<file path="src/hdl/bole_pkg.sv">
package bole_pkg;

  localparam int CAPACITY   = 16;
  localparam int DATA_WIDTH = 32;

  localparam int OP_W   = 3;
  localparam int VAL_W  = 32;
  localparam int POS_W  = 5;
  localparam int STAT_W = 2;
  localparam int ELEM_W = 32;

  localparam int CNT_W = $clog2(CAPACITY + 1);
  localparam int IDX_W = (CAPACITY > 1) ? $clog2(CAPACITY) : 1;
  localparam int CMP_W = ((POS_W > CNT_W) ? POS_W : CNT_W) + 1;

  typedef enum logic [OP_W-1:0] {
    OP_INS_HEAD = 3'd0,
    OP_INS_TAIL = 3'd1,
    OP_INS_POS  = 3'd2,
    OP_DEL_HEAD = 3'd3,
    OP_DEL_TAIL = 3'd4,
    OP_DEL_POS  = 3'd5,
    OP_READ     = 3'd6
  } op_e;

  typedef enum logic [STAT_W-1:0] {
    ST_OK    = 2'd0,
    ST_EMPTY = 2'd1,
    ST_BOUND = 2'd2,
    ST_FULL  = 2'd3
  } stat_e;

  typedef struct packed {
    logic exec;
    logic rd_emit;
  } cmd_t;

  typedef struct packed {
    logic rd_go;
    logic rd_last;
  } sts_t;

  function automatic logic [DATA_WIDTH-1:0] to_cell(input logic [VAL_W-1:0] v);
    return DATA_WIDTH'(v);
  endfunction

  function automatic logic [ELEM_W-1:0] to_elem(input logic [DATA_WIDTH-1:0] c);
    logic signed [63:0] ext;
    ext = 64'(signed'(c));
    return ext[ELEM_W-1:0];
  endfunction

endpackage

</file>
<file path="src/hdl/bole_ctrl.sv">
module bole_ctrl (
  input  logic          clk_i,
  input  logic          rst_ni,
  input  logic          start,
  input  bole_pkg::sts_t sts_i,
  output bole_pkg::cmd_t cmd_o,
  output logic          busy
);
  import bole_pkg::*;

  typedef enum logic {
    S_IDLE,
    S_READ
  } state_e;

  state_e state_q;
  logic   busy_q;

  always_ff @(posedge clk_i or negedge rst_ni) begin
    if (!rst_ni) begin
      state_q <= S_IDLE;
      busy_q  <= 1'b0;
    end else begin
      unique case (state_q)
        S_IDLE: begin
          if (start && sts_i.rd_go) begin
            state_q <= S_READ;
            busy_q  <= 1'b1;
          end
        end
        S_READ: begin
          if (sts_i.rd_last) begin
            state_q <= S_IDLE;
            busy_q  <= 1'b0;
          end
        end
        default: begin
          state_q <= S_IDLE;
          busy_q  <= 1'b0;
        end
      endcase
    end
  end

  assign cmd_o.exec    = start && (state_q == S_IDLE);
  assign cmd_o.rd_emit = (state_q == S_READ);
  assign busy          = busy_q;

endmodule

</file>
<file path="src/hdl/bole_dp.sv">
module bole_dp (
  input  logic                               clk_i,
  input  logic                               rst_ni,
  input  bole_pkg::cmd_t                     cmd_i,
  output bole_pkg::sts_t                     sts_o,
  input  logic [bole_pkg::OP_W-1:0]          op_i,
  input  logic signed [bole_pkg::VAL_W-1:0]  value_i,
  input  logic [bole_pkg::POS_W-1:0]         position_i,
  output logic                               strobe_o,
  output logic [bole_pkg::STAT_W-1:0]        status_o,
  output logic signed [bole_pkg::ELEM_W-1:0] element_o,
  output logic                               last_o
);
  import bole_pkg::*;

  logic [DATA_WIDTH-1:0] cells_q [CAPACITY];
  logic [DATA_WIDTH-1:0] cells_d [CAPACITY];
  logic [DATA_WIDTH-1:0] up     [CAPACITY];
  logic [DATA_WIDTH-1:0] dn     [CAPACITY];
  logic [DATA_WIDTH-1:0] new_cell;
  logic [CNT_W-1:0]      count_q, count_d;
  logic [IDX_W-1:0]      rd_idx_q, rd_idx_d;
  logic                  strobe_q, strobe_d;
  logic                  last_q, last_d;
  stat_e                 status_q, status_d;
  logic [ELEM_W-1:0]     element_q, element_d;

  op_e              op;
  stat_e            st;
  logic             do_ins, do_del;
  logic [CMP_W-1:0] at, pos_x, cnt_x;
  logic             full, empty;

  assign op       = op_e'(op_i);
  assign pos_x    = CMP_W'(position_i);
  assign cnt_x    = CMP_W'(count_q);
  assign full     = (count_q == CNT_W'(CAPACITY));
  assign empty    = (count_q == '0);
  assign new_cell = to_cell(value_i);

  always_comb begin
    st     = ST_OK;
    do_ins = 1'b0;
    do_del = 1'b0;
    at     = '0;
    unique case (op)
      OP_INS_HEAD: begin
        if (full) st = ST_FULL;
        else do_ins = 1'b1;
      end
      OP_INS_TAIL: begin
        if (full) st = ST_FULL;
        else begin
          do_ins = 1'b1;
          at     = cnt_x;
        end
      end
      OP_INS_POS: begin
        if (full) st = ST_FULL;
        else if (pos_x == '0 || pos_x > cnt_x + CMP_W'(1)) st = ST_BOUND;
        else begin
          do_ins = 1'b1;
          at     = pos_x - CMP_W'(1);
        end
      end
      OP_DEL_HEAD: begin
        if (empty) st = ST_EMPTY;
        else do_del = 1'b1;
      end
      OP_DEL_TAIL: begin
        if (empty) st = ST_EMPTY;
        else begin
          do_del = 1'b1;
          at     = cnt_x - CMP_W'(1);
        end
      end
      OP_DEL_POS: begin
        if (empty) st = ST_EMPTY;
        else if (pos_x == '0 || pos_x > cnt_x) st = ST_BOUND;
        else begin
          do_del = 1'b1;
          at     = pos_x - CMP_W'(1);
        end
      end
      OP_READ: begin
        if (empty) st = ST_EMPTY;
      end
      default: st = ST_BOUND;
    endcase
  end

  assign sts_o.rd_go   = (op == OP_READ) && !empty;
  assign sts_o.rd_last = (CNT_W'(rd_idx_q) + CNT_W'(1) == count_q);

  // neighbor taps for the one-step shift
  always_comb begin
    up[0]          = cells_q[0];
    dn[CAPACITY-1] = cells_q[CAPACITY-1];
    for (int i = 1; i < CAPACITY; i++) begin
      up[i]   = cells_q[i-1];
      dn[i-1] = cells_q[i];
    end
  end

  always_comb begin
    for (int i = 0; i < CAPACITY; i++) begin
      cells_d[i] = cells_q[i];
      if (cmd_i.exec && do_ins) begin
        if (CMP_W'(i) == at) cells_d[i] = new_cell;
        else if (CMP_W'(i) > at) cells_d[i] = up[i];
      end else if (cmd_i.exec && do_del) begin
        if (CMP_W'(i) >= at) cells_d[i] = dn[i];
      end
    end
  end

  always_comb begin
    count_d   = count_q;
    rd_idx_d  = rd_idx_q;
    strobe_d  = 1'b0;
    status_d  = status_q;
    element_d = element_q;
    last_d    = last_q;
    if (cmd_i.exec) begin
      if (do_ins) count_d = count_q + CNT_W'(1);
      if (do_del) count_d = count_q - CNT_W'(1);
      if (!sts_o.rd_go) begin
        strobe_d  = 1'b1;
        status_d  = st;
        element_d = '0;
        last_d    = 1'b1;
      end
    end
    if (cmd_i.rd_emit) begin
      strobe_d  = 1'b1;
      status_d  = ST_OK;
      element_d = to_elem(cells_q[rd_idx_q]);
      last_d    = sts_o.rd_last;
      rd_idx_d  = sts_o.rd_last ? '0 : rd_idx_q + IDX_W'(1);
    end
  end

  always_ff @(posedge clk_i or negedge rst_ni) begin
    if (!rst_ni) begin
      count_q  <= '0;
      rd_idx_q <= '0;
      strobe_q <= 1'b0;
    end else begin
      count_q  <= count_d;
      rd_idx_q <= rd_idx_d;
      strobe_q <= strobe_d;
    end
  end

  always_ff @(posedge clk_i) begin
    status_q  <= status_d;
    element_q <= element_d;
    last_q    <= last_d;
    for (int i = 0; i < CAPACITY; i++) begin
      cells_q[i] <= cells_d[i];
    end
  end

  assign strobe_o  = strobe_q;
  assign status_o  = status_q;
  assign element_o = signed'(element_q);
  assign last_o    = last_q;

endmodule

</file>
<file path="src/hdl/bounded_ordered_list_engine_core.sv">
// Edits: accepted when busy is low, result strobed next cycle; one edit per cycle.
// Read-out of N elements: busy while read, N results strobed on consecutive cycles, the
// first after state and output registers; an empty list gives one result next cycle.
// The read-out rate is set by the single cell read port, one element per cycle.
// Results cannot be stalled. Reset (async, active low) empties the list; cells hold
// no defined value until written.
module bounded_ordered_list_engine_core (
  input  logic                               clk_i,
  input  logic                               rst_ni,
  input  logic                               start,
  output logic                               busy,
  input  logic [bole_pkg::OP_W-1:0]          op_i,
  input  logic signed [bole_pkg::VAL_W-1:0]  value_i,
  input  logic [bole_pkg::POS_W-1:0]         position_i,
  output logic                               strobe_o,
  output logic [bole_pkg::STAT_W-1:0]        status_o,
  output logic signed [bole_pkg::ELEM_W-1:0] element_o,
  output logic                               last_o
);
  import bole_pkg::*;

  cmd_t cmd;
  sts_t sts;

  bole_ctrl u_ctrl (
    .clk_i  (clk_i),
    .rst_ni (rst_ni),
    .start  (start),
    .sts_i  (sts),
    .cmd_o  (cmd),
    .busy   (busy)
  );

  bole_dp u_dp (
    .clk_i      (clk_i),
    .rst_ni     (rst_ni),
    .cmd_i      (cmd),
    .sts_o      (sts),
    .op_i       (op_i),
    .value_i    (value_i),
    .position_i (position_i),
    .strobe_o   (strobe_o),
    .status_o   (status_o),
    .element_o  (element_o),
    .last_o     (last_o)
  );

endmodule

</file>
<file path="config.mk">
export PLATFORM = sky130hd
export DESIGN_NAME = bounded_ordered_list_engine_core
export DESIGN_NICKNAME = d
export VERILOG_FILES = /design/src/hdl/bole_pkg.sv /design/src/hdl/bole_ctrl.sv /design/src/hdl/bole_dp.sv /design/src/hdl/bounded_ordered_list_engine_core.sv
export SDC_FILE = /design/constraint.sdc
export NUM_CORES = 2
export LEC_CHECK = 0
export BUFFER_PORTS_ARGS = -buffer_cell sky130_fd_sc_hd__buf_2
export CAP_MARGIN = 20
export CORE_MARGIN = 2
export CORE_UTILIZATION = 50
export CTS_CLUSTER_DIAMETER = 120
export CTS_CLUSTER_SIZE = 24
export DETAILED_ROUTE_END_ITERATION = 16
export PLACE_DENSITY_LB_ADDON = 0.1
export SYNTH_ARGS = -nofsm -noshare
export SYNTH_HDL_FRONTEND = slang
export SYNTH_SLANG_ARGS = --single-unit
</file>
<file path="constraint.sdc">
create_clock -name clk_i -period 11 [get_ports clk_i]
set_input_delay 1.65 -clock clk_i [delete_from_list [all_inputs] [get_ports clk_i]]
set_output_delay 1.65 -clock clk_i [all_outputs]
set_load 0.05 [all_outputs]
</file>
Word level (Yosys, flattened, before mapping)
Memory sizes are Yosys's and may differ from the RTL's. Cells that the tools add are included. Widths: inputs -> output; s select.

Register bits after elaboration: 47. RAM bits: 512. Input port bits: 43. Output and inout bits: 37. Logic and storage cells: 214. Memories: 1.

$add $sub $neg: 7. Magnitude comparators: 32. Equality and inequality tests: 26. Multiplexer cells: 117. Bitwise logic cells: 2. Reduce and logical (&&, ||, !) cells: 21.

Memories: u_dp.cells_q (depth 16, width 32, read ports 17, clocked after Yosys merged registers in 0, wr ports 16, line bole_dp.sv:16) `logic [DATA_WIDTH-1:0] cells_q [CAPACITY];`.

Operators by type and width (count): $mux 32 (80); $eq 4x6->1 const A (8); $gt 4x6->1 const A (8); $ge 4x6->1 const A (7); $mux 6 (5); $eq 3x6->1 const A (4); $ge 3x6->1 const A (4); $gt 3x6->1 const A (4); $pmux 6 s4 (1); $mux 1 (17); $mux 5 (3); $eq 2x6->1 const A (2); $ge 1x6->1 const A (2); $ge 2x6->1 const A (2); $gt 2x6->1 const A (2); $logic_not 6->1 (2); $sub 5x1->6 const B (2); $mux 2 (5); $eq 3x3->1 const B (3); $pmux 1 s2 (4); $pmux 2 s4 (1); $reduce_and 2->1 (4); $add 5x1->6 const B (1); $eq 1x6->1 const A (1); other kinds (23) (33).

Depth between registers and ports, before layout
Depth after elaboration: 10. Mapped depth: 17. Gate-level depth less buffers: 15.

Cells and area by module
A second synthesis with hierarchy kept.

Cells, all modules: 3198. Area, all modules: 34135.2 sq um.

Modules (own cells, without submodules): bole_dp (instances 1, cells each 3190, area an instance 34042.6 sq um); bole_ctrl (instances 1, cells each 8, area an instance 92.6 sq um).

Least setup slack after synthesis
OpenSTA, ideal clock, no wires.

Kind: input -> register. From: in position_i[0] (netlist bit). To: mem u_dp.cells_q[1][0] (enable). Library setup time: 595 ps. Data arrival time: 8874 ps. Required time: 10405 ps. Slack: 1531 ps. Stages: 11. Buffers on the path: 3. Path through: clkbuf_1 -> inv_1 -> ha_1 -> or3b_1 -> nor2_2 -> nor2_1 -> a21o_1 -> buf_2 -> buf_4 -> a21o_1 -> a2111oi_0.

RTL lines: start, declared (line bounded_ordered_list_engine_core.sv:14) `input logic [bole_pkg::POS_W-1:0] position_i,`; end, declared (line bole_dp.sv:16).

==> run_results.csv <==
group,metric,value,unit
pwr,ir_drop,0.0002120,V
global_routing,gr-total-overflow,0,
yosys,async_flop_share,2.147,%
clocking,cts_resized,0,
global_routing,grt_pass1_vias,26080,
yosys,synth_edf_count,545,
floorplanning,dieArea,69580,um2
pwr,pwr-share-seq,39.4,%
worst_setup_path,critPathSlowestCell,"nand2b_2",
clocking,cts_inserted_buffers,27,
final_layout,areaGrowthSynthToFinish,4.732,%
hold_path,hold_class,"reg -> reg",
worst_setup_path,critPathCaptureType,"register",
pwr,leakage,11.17,nW
detailed_routing,first_pass_iters,6,
pwr,swShare,43.02,%
detailed_routing,ant_nets,0,
global_routing,grt_pass1_wl,170.1,mm
yosys,synth_area,33740,um2
place,gp_congestion,0.8555,
timing,slew_violations,0,
clocking,path_clk_slew,0.10,ns
clocking,clkLatencyLatePin,0.63,ns
final_layout,nets,2929,
worst_setup_path,r2r_end,"u_dp.cells_q[8][7]",
timing,finalCritPeriodShare,57.79,%
detailed_routing,viasPerCell,7.153,
timing,rsz0062_at_grt,"false",
yosys,syn_avg_cell_area,11.16,um2
status,outcome,"finished, final reports clean",
timing,tightest_slew,1.247,ns
clocking,clock_path_buffers,3,
place,io_buffers,79,
worst_setup_path,reg2regPathDepth,12,
timing,fin_tns_setup,0,ns
yosys,synth_cell_types,74,
floorplanning,design.core.area,67040,um2
detailed_routing,vias,26830,
worst_setup_path,path_buf_inv,3,
pwr,p_int,4.667,mW
timing,whs,0.5057,ns
detailed_routing,wl_per_cell,30.38,um
detailed_routing,drt_iter0_markers,4067,
timing,finalHoldViolCount,0,
hold_path,hold_depth,2,
detailed_routing,wl,113.9,mm
worst_setup_path,max_stage_delay,0.84,ns
pwr,p_per_area,231.8,nW/um2
worst_setup_path,cp-start-kind,"input port",
worst_setup_path,timing.setup.critical_path_class,"in -> reg",
yosys,synth_area_leaders,"edfxtp_1, mux4_2, nand2_1",
worst_setup_path,critPathMaxFanout,33,
timing,slew-limit-headroom,16.71,%
global_routing,grt_max_degree,204,
yosys,yosysTopAreaCellShare,48.50,%
clocking,cts_tree,"built",
clocking,cts.htree.levels,1,
worst_setup_path,required,11.30,ns
hold_path,hold_start,"u_dp.status_o[0]",
worst_setup_path,reg2reg_from,"u_dp.count_q[0]",
global_routing,grt.total_usage,32.01,%
clocking,cts.sinks,559,
final_layout,layout-drive-gt1-share,16.27,%
floorplanning,die_w,263.8,um
yosys,synth_ff_type,"edfxtp_1",
yosys,synth_seq_cells,559,
timing,min_period,6.357,ns
yosys,synth_warnings,0,
place,dp_hpwl,65.87,mm
floorplanning,pin_count,80,
pwr,clockPowerShare,14.3,%
global_routing,antenna_found_initial,2,
worst_setup_path,rrSetupSlack,4.98,ns
yosys,ys_seq_area_share,49.51,%
yosys,synth_cells,3023,
floorplanning,rows,95,
clocking,post_cts.repair.setup_buffers,0,
timing,setup_viol,0,
hold_path,worstHoldEndpoint,"u_dp.status_o[0]",
pwr,p_comb_share,46.3,%
worst_setup_path,cp_data_arrival_time,6.65,ns
clocking,cts-root-buf,"clkbuf_16",
clocking,postCtsHoldBufs,0,
timing,max_clock_freq,157.3,MHz
floorplanning,start_util,50.33,%
pwr,p_total,8.191,mW
worst_setup_path,path_cells,"buf_2, inv_1, ha_1, or3b_1, nor2_2, nor2_1, a21o_1, a211o_2, nand2b_2, a21oi_4, buf_4",
pwr,p_sw,3.523,mW
final_layout,n_fill_cell,5877,
yosys,yosys.area.top_type,"edfxtp_1",
flow_run,max_cap_viol_count,0,
yosys,syn-num-nets,3084,
worst_setup_path,cpLargestDelayFamily,"compound AO/OA/AOI/OAI gates",
detailed_routing,drcViolationCount,0,
timing,skew,0.02115,ns
floorplanning,die_h,263.8,um
-- tightest hold or removal path, delay by kind of cell, from the launching register on --
kind | cells | cell delay [ns]
AO/OA/AOI/OAI | 1 | 0.06
AND/OR/NAND/NOR | 1 | 0.07
flip-flops | 1 | 0.34
-- per-stage QoR --
step / instance area [um2] / util [%] / std cells / worst slack [ns]
after global placement: 34580 / 51.58 / 3711 / 4.133
after CTS: 35320 / 52.68 / 3749 / 4.704
after floorplan: 33740 / - / 3023 / 1.531
final: 35340 / 52.71 / 3751 / 4.643
after global routing: 35340 / 52.71 / 3750 / 4.442
after detailed placement: 34580 / 51.58 / 3711 / 4.071
-- synthesized netlist by cell type, drive strengths merged, types with 4 or more instances --
master / count
o31ai: 65
xnor2: 9
nor3: 18
nand3: 180
a211oi: 9
inv: 17
edfxtp: 545
o21ai: 271
a221oi: 5
buf: 122
xor2: 7
nand4: 68
nor2b: 9
nand2b: 11
a21oi: 51
nor2: 212
ha: 17
mux4: 160
a21o: 8
mux2i: 132
or2: 4
o211ai: 192
nor3b: 4
a31oi: 193
mux2: 32
clkbuf: 211
a211o: 6
a2111oi: 4
and2: 34
nand2: 376
dfrtp: 12
-- how the worst max path moves through the flow --
stage / startpoint / endpoint / slack [ns] / cells past startpoint
floorplan: position_i[0] / u_dp.cells_q[1][0] / 1.53 / 11
global placement: position_i[0] / u_dp.cells_q[8][7] / 4.13 / 11
detailed placement: position_i[0] / u_dp.cells_q[8][7] / 4.07 / 11
CTS: position_i[0] / u_dp.cells_q[8][7] / 4.70 / 11
global route: position_i[0] / u_dp.cells_q[8][7] / 4.44 / 11
finish: position_i[0] / u_dp.cells_q[8][7] / 4.64 / 11
-- final cells by class --
cell class              instances  area (um2)  area share [%]
diodes                          1       2.502        0.007081
clock buffers                  35       705.7           1.997
clock inverters                 3       28.78         0.08143
inverters                      17       63.81          0.1806
multi-input cells            2114       15760           44.58
flip-flops and latches        559       16720           47.31
well taps                     873        1092           3.091
repair buffers                149       970.9           2.747
-- power groups by stage --
stage | registers [mW] | logic, mW | clock network [mW]
floorplan | 3.28 | 2.51 | 0
global placement | 3.25 | 3.69 | 0
detailed placement | 3.26 | 3.73 | 0
CTS | 3.22 | 3.74 | 1.19
global route | 3.27 | 4.00 | 1.25
finish | 3.23 | 3.79 | 1.17
-- per-layer routing --
metal	vias up	routed length (um)	part of all wire, %	GRT usage, %
met3	221	11840	10	4.940
met5	-	7	0.0061	0
met4	2	3643	3.2	10.35
met1	13460	45340	40	44.84
met2	1738	53110	47	51.44
li1	11410	-	-	-
-- placed cells by master, fill, tap and decap left out, types with 45 or more instances in the layout --
cell type / instances
edfxtp_1: 545
o31ai_1: 65
nand4_1: 68
buf_4: 66
o21ai_1: 226
a31oi_1: 193
o211ai_1: 160
buf_2: 79
mux4_2: 160
nand3_1: 151
nand2_1: 374
mux2i_1: 132
a21oi_1: 45
nor2_1: 204
-- cells by family (layout without fill, tap and decap cells) --
kind of cell	after synthesis	count (layout)	share of synthesized area (%)
flip-flops	559	559	49.51
XOR/XNOR	16	16	0.4153
AND/OR/NAND/NOR	930	930	12.73
multiplexers	324	324	15.66
AO/OA/AOI/OAI	826	826	16.37
buffers and inverters	350	204	4.628
adder cells (fa/ha/maj)	18	18	0.6897
other	0	1	0
-- registers in the layout (all words and copies together) (netlist names) --
name	flops
u_ctrl.state_q	1
u_dp.rd_idx_q	4
u_dp.element_o	32
u_dp.strobe_o	1
u_ctrl.busy	1
u_dp.status_o	2
u_dp.last_o	1
u_dp.count_q	5
u_dp.cells_q	512
No activity file was read; power rests on OpenSTA's default activity.
